File: src/hdl/bf3m_pkg.sv
`default_nettype none
package bf3m_pkg;

  localparam int PIX_W     = 8;
  localparam int CFG_W     = 11;
  localparam int CFG_IDX_W = 2;
  localparam int SUM_W     = 12;

  // floor(x / 9) == (x * 7282) >> 16 for every x below 2304
  localparam int RECIP_W     = 13;
  localparam int RECIP_SHIFT = 16;
  localparam logic [RECIP_W-1:0] RECIP_9 = 13'd7282;

  localparam logic [CFG_IDX_W-1:0] REG_FRAME_WIDTH  = 2'd0;
  localparam logic [CFG_IDX_W-1:0] REG_FRAME_HEIGHT = 2'd1;

  localparam logic [CFG_W-1:0] FRAME_WIDTH_RST  = 11'd640;
  localparam logic [CFG_W-1:0] FRAME_HEIGHT_RST = 11'd480;

  localparam int OUT_DEPTH = 4;
  localparam int OUT_PTR_W = 2;
  localparam int OUT_CNT_W = 3;

  typedef struct packed {
    logic [PIX_W-1:0] pixel;
    logic             flush;
  } pix_item_t;

  typedef struct packed {
    logic [PIX_W-1:0] mean_value;
    logic             last_of_frame;
  } res_item_t;

  typedef struct packed {
    logic [PIX_W-1:0] two_above;
    logic [PIX_W-1:0] above;
  } line_pair_t;

endpackage
`default_nettype wire

File: src/hdl/bf3m_out_fifo.sv
`default_nettype none
module bf3m_out_fifo (
  input  wire logic                          clk,
  input  wire logic                          rst,
  input  wire logic                          push,
  input  wire bf3m_pkg::res_item_t           push_data,
  output      logic                          res_valid,
  input  wire logic                          res_stall,
  output      bf3m_pkg::res_item_t           res_data,
  output      logic [bf3m_pkg::OUT_CNT_W-1:0] level
);
  import bf3m_pkg::*;

  res_item_t             buf_q [OUT_DEPTH];
  logic [OUT_PTR_W-1:0]  wr_ptr;
  logic [OUT_PTR_W-1:0]  rd_ptr;
  logic [OUT_CNT_W-1:0]  count;
  logic                  pop;

  assign res_valid = (count != '0);
  assign pop       = res_valid && !res_stall;
  assign res_data  = buf_q[rd_ptr];
  assign level     = count;

  always_ff @(posedge clk) begin
    if (push) begin
      buf_q[wr_ptr] <= push_data;
    end
  end

  always_ff @(posedge clk) begin
    if (rst) begin
      wr_ptr <= '0;
      rd_ptr <= '0;
      count  <= '0;
    end else begin
      if (push) begin
        wr_ptr <= wr_ptr + 1'b1;
      end
      if (pop) begin
        rd_ptr <= rd_ptr + 1'b1;
      end
      case ({push, pop})
        2'b10:   count <= count + 1'b1;
        2'b01:   count <= count - 1'b1;
        default: count <= count;
      endcase
    end
  end

endmodule
`default_nettype wire

File: config.mk
export PLATFORM = sky130hd
export DESIGN_NAME = bf3m_out_fifo
export DESIGN_NICKNAME = d
export VERILOG_FILES = /design/src/hdl/bf3m_pkg.sv /design/src/hdl/bf3m_out_fifo.sv
export SDC_FILE = /design/constraint.sdc
export NUM_CORES = 1
export LEC_CHECK = 0
export ABC_AREA = 0
export ABC_CLOCK_PERIOD_IN_PS = 1700
export BUFFER_PORTS_ARGS = -buffer_cell sky130_fd_sc_hd__clkbuf_2
export CAP_MARGIN = 10
export CORE_MARGIN = 8
export CORE_UTILIZATION = 45
export DETAILED_ROUTE_END_ITERATION = 8
export PLACE_DENSITY = 0.67
export REMOVE_ABC_BUFFERS = 1
export SLEW_MARGIN = 40
export SYNTH_ARGS = -nofsm -noshare
export SYNTH_HDL_FRONTEND = slang
export SYNTH_SLANG_ARGS = --single-unit
File: constraint.sdc
create_clock -name clk -period 1.7 [get_ports clk]
set_input_delay 0.255 -clock clk [delete_from_list [all_inputs] [get_ports clk]]
set_output_delay 0.255 -clock clk [all_outputs]
set_load 0.01 [all_outputs]
# Yosys cells after proc, flatten, opt, wreduce, memory -nomap -nowiden
# Memory sizes are Yosys's and may differ from the RTL's. A register that Yosys moved wholly into a read port is not among the register bits.
# Index checks and enable logic that the tools add are counted.
# word_totals
ram_bits,36
n_memories,1
word_cells,19
reg_bits,7
out_inout_bits,13
# mem_list
name,depth,width,rd,rd_clocked_by_memory_dff,wr,line,rtl
buf_q,4,9,1,1,1,bf3m_out_fifo.sv:14,res_item_t buf_q [OUT_DEPTH];
# classes
mux,5
n_reduce_logical,4
add_sub_neg,4
n_eq_ne,2
# op_table
op,count
$pmux 3 s2,1
$add 2x1->2 const B,2
$mux 2,2
$add 3x1->3 const B,1
$reduce_bool 3->1,1
$sub 3x1->3 const B,1
$eq 2x1->1 const B,1
$eq 2x2->1 const B,1
$mux 1,2
$reduce_bool 2->1,1
$logic_and 1x1->1,1
$logic_not 1->1,1

# Longest topological paths before layout
# Gate-level depths: netlist (run 1).
# logic_depth
word_depth,4
ltp_mapped,8
ltp_nobuf,8

# Worst setup path before layout (run 1)
# No wires, ideal clock.
# synth_timing
path_kind,flip-flop to flip-flop
start,register count[0] (netlist: level[0])
end,register count[2] (netlist: level[2])
slack_ps,-138
t_required_ps,1630
arrival_time_ps,1768
period_less_slack_ps,1838
path_stages_with_launch,9
setup_time_ps,70
n_path_buf,0
cell_sequence,dfxtp_1 > nor3_4 > nor2_1 > ha_1 > inv_1 > fa_1 > xor2_1 > or3_1 > a21oi_1
# synth_between
elab_chain_len,4
word_cells_on_any_way,8
cone_classes,2 x add/sub; 2 x eq/ne; 1 x mux; 3 x reduce/logical
# synth_rtl
item,line,rtl
"start, declared",bf3m_out_fifo.sv:17,logic [OUT_CNT_W-1:0] count;
"start signal, assigned",bf3m_out_fifo.sv:44,2'b10: count <= count + 1'b1;
"start signal, assigned",bf3m_out_fifo.sv:45,2'b01: count <= count - 1'b1;
"start signal, assigned",bf3m_out_fifo.sv:46,default: count <= count;
$reduce_bool 3->1 (*),bf3m_out_fifo.sv:20,assign res_valid = (count != '0);
$logic_and 1x1->1 (*),bf3m_out_fifo.sv:21,assign pop = res_valid && !res_stall;
via pop,bf3m_out_fifo.sv:18,logic pop;
$eq 2x1->1 / $eq 2x2->1 (equally long branches),bf3m_out_fifo.sv:43,"case ({push, pop})"
$pmux 3 s2 / $reduce_bool 2->1 (equally long branches),n/a,
# Mark *: on every way through the listed nets, which the timed path passes. The rest lies on a longest branch.
# A chain may end at the register's enable or synchronous reset.

# Final worst setup path (run 1)
# Ends and elaborated chain as after synthesis.

==> impl_table.tex, run 1 <==
\begin{tabular}{lr}
\hline
Metric & Value \\
\hline
\multicolumn{2}{l}{\textbf{Synth}} \\
\quad Main flop type after synthesis & sky130\_fd\_sc\_hd\_\_edfxtp\_1 \\
\quad Post-synthesis async set-or-reset flop share & 0\% \\
\quad Number of distinct library cells after synthesis & 22 \\
\quad Post-synthesis cell area & 1780 um2 \\
\quad Gate count after technology mapping & 97 \\
\quad Sequential element share of the synthesized area & 70.7\% \\
\quad Flip-flop and latch count after synthesis & 45 \\
\quad Post-synthesis area per instance & 18.4 um2 \\
\quad Count of synthesis-stage warnings from yosys & 0 \\
\quad Number of synthesized flops with an enable pin & 36 \\
\multicolumn{2}{l}{\textbf{Power and ir drop}} \\
\quad Switching share of power & 26.1\% \\
\quad VDD IR-drop max & 0.630 mV \\
\quad Fraction of power consumed by the clock network & 28.9\% \\
\quad Leakage power total & 0.000814 uW \\
\quad Net Switching & 833 uW \\
\quad Power Internal & 2360 uW \\
\quad Total power divided by cell area & 1460 nW/um2 \\
\quad Portion of total power attributed to sequential cells & 43.0\% \\
\quad Comb power frac & 28.1\% \\
\multicolumn{2}{l}{\textbf{Layout}} \\
\quad Count of inserted antenna diode cells & 0 \\
\quad Most frequent standard cell in the layout excluding fill and tap cells & sky130\_fd\_sc\_hd\_\_edfxtp\_1 \\
\quad Filler cell count & 324 \\
\quad Ratio of cells with drive above 1 in the final layout & 46.7\% \\
\quad Final instance area & 2190 um2 \\
\quad Commonest non-fill, non-tap cells in the layout & 36 x sky130\_fd\_sc\_hd\_\_edfxtp\_1, 21 x sky130\_fd\_sc\_hd\_\_clkbuf\_2, 9 x sky130\_fd\_sc\_hd\_\_mux4\_2 \\
\quad Layout-stage area growth over the synthesis result & 22.8\% \\
\quad Core utilization of the finished layout & 56.0\% \\
\quad Number of nets in the finished design & 155 \\
\multicolumn{2}{l}{\textbf{Floorplanning}} \\
\quad Initial core utilization & 45.6\% \\
\quad Cell row count & 23 \\
\quad Die height & 79.0 um \\
\quad I/O Pins & 26 \\
\quad Total core area & 3910 um2 \\
\quad Overall die area & 6240 um2 \\
\quad DIE WIDTH & 79.0 um \\
\multicolumn{2}{l}{\textbf{Timing}} \\
\quad Fin crit share & 106\% \\
\quad Unrepaired setup endpoints after global routing & true \\
\quad Count of final max-slew check failures & 0 \\
\quad Post-route setup slack & -0.104 ns \\
\quad Actual slew at the worst max-slew pin & 0.496 ns \\
\quad Count of endpoints failing setup in the final report & 1 \\
\quad Fmax & 554 MHz \\
\quad Final clock skew & 0.00265 ns \\
\quad Tightest slew margin relative to the limit & 66.9\% \\
\quad Final number of hold-violating endpoints & 0 \\
\quad Post-Route Setup TNS & -0.104 ns \\
\quad Final period demand of the worst path & 1.80 ns \\
\multicolumn{2}{l}{\textbf{GRT}} \\
\quad Maximum number of pins on one net before global-route repair & 15 \\
\quad GRT Residual Overflow & 0 \\
\quad Global-route wire length before repair & 5130 um \\
\quad Number of antenna violations at the first check in global routing & 0 \\
\quad Via count of the first global-routing pass & 1079 \\
\quad Tot GR Track Use & 11.1\% \\
\multicolumn{2}{l}{\textbf{Route}} \\
\quad Drc violations & 0 \\
\quad Vias after detailed routing & 934 \\
\quad Pre-antenna DRT Iters & 4 \\
\quad Remaining number of nets flagged by the antenna check after routing & 0 \\
\quad Average wire per cell in the routed design & 16.3 um \\
\quad Drt first-iter violations & 81 \\
\quad Detailed-route vias per instance & 4.99 \\
\quad Overall routed net length & 3060 um \\
\multicolumn{2}{l}{\textbf{Worst setup path}} \\
\quad Req. time, crit path & 1.92 ns \\
\quad Data arrival, critical path & 2.02 ns \\
\quad Standard cell with the maximum stage delay on the critical path & sky130\_fd\_sc\_hd\_\_dfxtp\_2 \\
\quad Crit path cell chain & nor3\_4, nor2\_1, ha\_2, inv\_2, fa\_2, xor2\_1, or3\_1, a21oi\_2 \\
\quad Endpoint kind of the worst setup timing path & flip-flop \\
\quad Largest fanout of any net on the critical path & 2 \\
\quad Max stage delay on crit path & 0.37 ns \\
\quad Crit start category & flip-flop \\
\quad Type of the worst setup path & reg -> reg \\
\multicolumn{2}{l}{\textbf{Clock tree}} \\
\quad Clock transition at the registers of the reported paths & 0.08 ns \\
\quad TritonCTS sink count & 45 \\
\quad Clk root buf & sky130\_fd\_sc\_hd\_\_clkbuf\_8 \\
\quad CTS tree & done \\
\quad Number of buffers created by CTS & 5 \\
\quad Clock latency of the later-clocked register in the worst-skew pair & 0.29 ns \\
\quad Maximum clock path buffer count & 2 \\
\quad Cts-stage hold buffer count & 0 \\
\quad Level count of the clock H-tree & 2 \\
\multicolumn{2}{l}{\textbf{Placement}} \\
\quad Final GP Congestion & 0.659 \\
\quad Quantity of I/O buffers inserted on ports & 25 \\
\quad Post-detailed-placement cell area & 2020 um2 \\
\quad Detail Placement HPWL & 2220 um \\
\multicolumn{2}{l}{\textbf{Min path}} \\
\quad Hold Path Class & in -> reg \\
\multicolumn{2}{l}{\textbf{Outcome}} \\
\quad Violated checks & setup timing \\
\quad Outcome & finished with violations \\
\multicolumn{2}{l}{\textbf{Flow run}} \\
\quad Max-cap violations & 0 \\
\hline
\end{tabular}
cells in the mapped netlist (2+ instances only):
library cell / number / area share (%)
sky130_fd_sc_hd__xor2_1: 2 / 0.98
sky130_fd_sc_hd__dfxtp_1: 9 / 10
sky130_fd_sc_hd__ha_1: 5 / 3.5
sky130_fd_sc_hd__and2_1: 4 / 1.4
sky130_fd_sc_hd__mux4_1: 3 / 4.4
sky130_fd_sc_hd__mux4_2: 6 / 7.6
sky130_fd_sc_hd__or3_1: 2 / 0.70
sky130_fd_sc_hd__a21oi_1: 4 / 1.1
sky130_fd_sc_hd__edfxtp_1: 36 / 61
sky130_fd_sc_hd__inv_1: 7 / 1.5
sky130_fd_sc_hd__o21ai_0: 2 / 0.56
sky130_fd_sc_hd__nor2_1: 7 / 1.5
per-layer routing:
metal | part of all wire, % | track usage, %
met4 | 1.2 | 5.56
met5 | 0 | 0
met3 | 4.9 | 3.50
met1 | 38 | 11.6
met2 | 56 | 19.6
logic make-up (layout without fill, tap and decap cells):
logic type	after synthesis	after routing	share of synthesized area (%)
flip-flops	45	45	70.7
AND/OR/NAND/NOR	16	16	5.54
multiplexers	11	11	13.4
buffers and inverters	10	50	2.59
adder cells (fa/ha/maj)	6	6	4.63
AO/OA/AOI/OAI	6	6	1.68
XOR/XNOR	3	3	1.47
worst max-delay path: cells and delay by family, from the launching register on:
kind / cells / cell delay (ns)
DFF: 1 / 0.37
AOI/OAI and AO/OA: 1 / 0.14
and+or+nand+nor: 3 / 0.50
buffers and inverters: 1 / 0.04
adders and majority gates: 2 / 0.53
xor gates and xnor gates: 1 / 0.15
power groups by stage:
stage          logic, uW  clock network (uW)  registers (uW)
2_1_floorplan        419                   0            1420
4_1_cts              877                 943            1370
3_3_place_gp         782                   0            1370
5_1_grt              981                 993            1380
6_report             897                 923            1370
3_5_place_dp         836                   0            1380
worst paths after layout:
path,slack [ns],start,cells past startpoint,to
setup reg to reg,-0.10,level[0],8,level[2]
setup / recovery,-0.10,level[0],8,level[2]
hold / removal,0.18,push_data[2],1,buf_q[3][2]
hold reg to reg,0.54,rd_ptr[0],2,flip-flop
metrics by stage:
step | std cells | setup slack (ns) | power [uW] | hold WS, ns
2_1_floorplan | 94 | -0.137 | 1840 | 0.324
3_3_place_gp | 178 | -0.00960 | 2160 | 0.468
3_5_place_dp | 178 | -0.0973 | 2220 | 0.479
4_1_cts | 187 | -0.0501 | 3190 | 0.172
5_1_grt | 187 | -0.188 | 3360 | 0.176
6_report | 187 | -0.104 | 3190 | 0.183
state kept, by name, summed over array words and instances (netlist names), named ones only:
| signal | count |
|---|---|
| rd_ptr | 2 |
| level | 3 |
| wr_ptr | 2 |
| buf_q | 36 |
cell type report:
| class | count | area [um2] | area share [%] |
|---|---|---|---|
| clock buffers | 5 | 68.8 | 3.14 |
| clock inverters | 3 | 65.1 | 2.97 |
| inverters | 7 | 26.3 | 1.20 |
| multi-input cells | 42 | 474 | 21.6 |
| flip-flops and latches | 45 | 1270 | 57.9 |
| well taps | 50 | 62.6 | 2.86 |
| repair buffers | 35 | 226 | 10.3 |
what timing repair did:
item,4_1_cts,5_1_grt
pin swaps,3,0
endpoints found under the setup margin,8,10
gates cloned,0,0
hold endpoints to repair,0,0
resized for setup,13,8
buffers inserted,1,0
No activity file was read; power rests on OpenSTA's default activity.
==> run 2: changes to the inputs <==
- RECOVER_POWER: default -> 100
==> run 2 against run 1 <==
Effect of this change: clock skew fell by 0.00052 ns; largest power group unchanged; utilization fell by 0.29 points; cell count did not move; the run still ends with setup timing left.
==> impl_table.tex, run 2 (same netlist as run 1, synthesis figures left out) <==
\begin{tabular}{lr}
\hline
Metric & Value \\
\hline
\multicolumn{2}{l}{\textbf{Clock tree}} \\
\quad Number of buffers created by CTS & 5 (unchanged) \\
\quad CTS tree & done (unchanged) \\
\quad Clk root buf & sky130\_fd\_sc\_hd\_\_clkbuf\_8 (unchanged) \\
\quad Maximum clock path buffer count & 2 (unchanged) \\
\quad Level count of the clock H-tree & 2 (unchanged) \\
\quad TritonCTS sink count & 45 (unchanged) \\
\quad Clock transition at the registers of the reported paths & 0.08 ns (about the same) \\
\quad Clock latency of the later-clocked register in the worst-skew pair & 0.29 ns (about the same) \\
\quad Cts-stage hold buffer count & 0 (unchanged) \\
\multicolumn{2}{l}{\textbf{Worst setup path}} \\
\quad RR Endpoint & level[2] (unchanged) \\
\quad Worst Reg-to-Reg Cells & 8 (unchanged) \\
\quad Critical register-to-register path startpoint & level[0] (unchanged) \\
\quad Largest fanout of any net on the critical path & 2 (unchanged) \\
\quad Req. time, crit path & 1.92 ns (about the same) \\
\quad Worst setup startpoint & level[0] (unchanged) \\
\quad Setup slack of the most critical reg-to-reg path & -0.10 ns (about the same) \\
\quad Data arrival, critical path & 2.02 ns (about the same) \\
\quad Crit start category & flip-flop (unchanged) \\
\quad Endpoint kind of the worst setup timing path & flip-flop (unchanged) \\
\quad Type of the worst setup path & reg -> reg (unchanged) \\
\quad Critical path endpoint & level[2] (unchanged) \\
\multicolumn{2}{l}{\textbf{Route}} \\
\quad Detailed-route vias per instance & 4.98 (was 4.99) \\
\quad Met1 wire length & 1170 um (was 1160 um) \\
\quad Drt first-iter violations & 75 (was 81) \\
\quad Highest metal layer used by the detailed router & met4 (unchanged) \\
\quad Drc violations & 0 (unchanged) \\
\quad Vias after detailed routing & 931 (was 934) \\
\quad Overall routed net length & 3070 um (was 3060 um) \\
\quad Pre-antenna DRT Iters & 4 (unchanged) \\
\quad Met3 layer wire length in the routed design & 149 um (unchanged) \\
\quad Remaining number of nets flagged by the antenna check after routing & 0 (unchanged) \\
\quad Met2 wire len & 1720 um (was 1710 um) \\
\quad Average wire per cell in the routed design & 16.4 um (was 16.3 um) \\
\multicolumn{2}{l}{\textbf{Floorplanning}} \\
\quad Initial core utilization & 45.6\% (unchanged) \\
\quad Die height & 79.0 um (unchanged) \\
\quad DIE WIDTH & 79.0 um (unchanged) \\
\quad Total core area & 3910 um2 (unchanged) \\
\quad Overall die area & 6240 um2 (unchanged) \\
\quad Cell row count & 23 (unchanged) \\
\quad I/O Pins & 26 (unchanged) \\
\multicolumn{2}{l}{\textbf{Placement}} \\
\quad Placement-stage worst setup slack & -0.0973 ns (unchanged) \\
\quad Final GP Congestion & 0.659 (unchanged) \\
\quad Dpl cells & 178 (unchanged) \\
\quad Detail Placement HPWL & 2220 um (unchanged) \\
\quad Quantity of I/O buffers inserted on ports & 25 (unchanged) \\
\quad Post-detailed-placement cell area & 2020 um2 (unchanged) \\
\multicolumn{2}{l}{\textbf{Layout}} \\
\quad Commonest non-fill, non-tap cells in the layout & 36 x sky130\_fd\_sc\_hd\_\_edfxtp\_1, 12 x sky130\_fd\_sc\_hd\_\_clkbuf\_2, 9 x sky130\_fd\_sc\_hd\_\_mux4\_2, 9 x sky130\_fd\_sc\_hd\_\_clkbuf\_1, 8 x sky130\_fd\_sc\_hd\_\_buf\_4 (was 36 x sky130\_fd\_sc\_hd\_\_edfxtp\_1, 21 x sky130\_fd\_sc\_hd\_\_clkbuf\_2, 9 x sky130\_fd\_sc\_hd\_\_mux4\_2) \\
\quad Reg with most FFs & buf\_q (unchanged) \\
\quad Final cell count without fillers & 187 (unchanged) \\
\quad Most frequent standard cell in the layout excluding fill and tap cells & sky130\_fd\_sc\_hd\_\_edfxtp\_1 (unchanged) \\
\quad Count of inserted antenna diode cells & 0 (unchanged) \\
\quad Layout-stage area growth over the synthesis result & 22.2\% (was 22.8\%) \\
\quad Final instance area & 2180 um2 (was 2190 um2) \\
\quad Ratio of cells with drive above 1 in the final layout & 40.1\% (was 46.7\%) \\
\quad Number of nets in the finished design & 155 (unchanged) \\
\quad Largest register FFs & 36 (unchanged) \\
\multicolumn{2}{l}{\textbf{Outcome}} \\
\quad Violated checks & setup timing (unchanged) \\
\quad Outcome & finished with violations (unchanged) \\
\multicolumn{2}{l}{\textbf{Power and ir drop}} \\
\quad Leakage power total & 0.000788 uW (was 0.000814 uW) \\
\quad Total power divided by cell area & 1460 nW/um2 (about the same) \\
\quad Net Switching & 835 uW (was 833 uW) \\
\quad Portion of total power attributed to sequential cells & 43.0\% (about the same) \\
\quad Comb power frac & 28.0\% (was 28.1\%) \\
\quad VDD IR-drop max & 0.631 mV (was 0.630 mV) \\
\quad Fraction of power consumed by the clock network & 29.0\% (was 28.9\%) \\
\quad Total power & 3190 uW (about the same) \\
\quad Power Internal & 2350 uW (was 2360 uW) \\
\quad Switching share of power & 26.2\% (was 26.1\%) \\
\multicolumn{2}{l}{\textbf{Flow run}} \\
\quad Max-cap violations & 0 (unchanged) \\
\multicolumn{2}{l}{\textbf{Timing}} \\
\quad Post-route setup slack & -0.103 ns (was -0.104 ns) \\
\quad Final number of hold-violating endpoints & 0 (unchanged) \\
\quad Fmax & 555 MHz (was 554 MHz) \\
\quad Tightest slew margin relative to the limit & 66.8\% (was 66.9\%) \\
\quad Count of endpoints failing setup in the final report & 1 (unchanged) \\
\quad Post-Route Setup TNS & -0.103 ns (was -0.104 ns) \\
\quad Count of final max-slew check failures & 0 (unchanged) \\
\quad Unrepaired setup endpoints after global routing & true (unchanged) \\
\quad Actual slew at the worst max-slew pin & 0.498 ns (was 0.496 ns) \\
\quad Fin crit share & 106\% (about the same) \\
\quad Final period demand of the worst path & 1.80 ns (about the same) \\
\quad Final clock skew & 0.00213 ns (was 0.00265 ns) \\
\multicolumn{2}{l}{\textbf{GRT}} \\
\quad Global-route wire length before repair & 5130 um (unchanged) \\
\quad Via count of the first global-routing pass & 1079 (unchanged) \\
\quad GRT Residual Overflow & 0 (unchanged) \\
\quad Number of antenna violations at the first check in global routing & 0 (unchanged) \\
\quad Tot GR Track Use & 11.1\% (unchanged) \\
\quad Maximum number of pins on one net before global-route repair & 15 (unchanged) \\
\multicolumn{2}{l}{\textbf{Min path}} \\
\quad Hold Path Class & in -> reg (unchanged) \\
\quad Worst min-delay path startpoint & push\_data[5] (was push\_data[2]) \\
\hline
\end{tabular}
[run 2: power groups by stage]
stage	logic (uW)	registers (uW)	clock network, uW
after floorplan	419	1420	0
after global placement	782	1370	0
after CTS	877	1370	943
after detailed placement	836	1380	0
after global routing	978	1380	993
final	894	1370	924
[run 2: area by class of cell]
cell class	count	area, um2
sequential	45	1270
tap	50	62.6
multi-input combinational	42	474
clock buffer	5	68.8
timing repair buffer	35	215
clock inverter	3	65.1
fill	326	1730
inverter	7	26.3
[run 2: critical path, cell delays in order, from the launching register on]
cell	delay, ns
sky130_fd_sc_hd__dfxtp_2	0.37
sky130_fd_sc_hd__nor3_4	0.05
sky130_fd_sc_hd__nor2_1	0.12
sky130_fd_sc_hd__ha_2	0.20
sky130_fd_sc_hd__inv_2	0.04
sky130_fd_sc_hd__fa_2	0.33
sky130_fd_sc_hd__xor2_1	0.15
sky130_fd_sc_hd__or3_1	0.34
sky130_fd_sc_hd__a21oi_2	0.14
[run 2: worst min path at each step]
stage	endpoint	slack, ns	cells past startpoint
finish	buf_q[3][5]	0.23	1
global route	buf_q[2][6]	0.23	1
CTS	buf_q[2][2]	0.17	1
detailed placement	buf_q[0][2]	0.48	1
global placement	buf_q[0][5]	0.47	1
floorplan	flip-flop	0.32	1
[run 2: metrics by stage]
step	util [%]	hold slack, ns
5_1_grt	55.7	0.233
3_5_place_dp	51.6	0.479
6_report	55.7	0.228
4_1_cts	55.4	0.172
3_3_place_gp	51.6	0.468
2_1_floorplan	-	0.324
[run 2: repair_timing]
| item | CTS | global route |
|---|---|---|
| cloned | 0 | 0 |
| endpoints found under the setup margin | 8 | 10 |
| buffers inserted | 1 | 0 |
| resized for setup | 13 | 8 |
| pin swaps | 3 | 0 |
[run 2: routing by layer]
metal  up-vias  track usage [%]
li1        437                -
met1       464             11.6
met2        26             19.6
met3         4             3.50
met4         0             5.56
met5         -                0
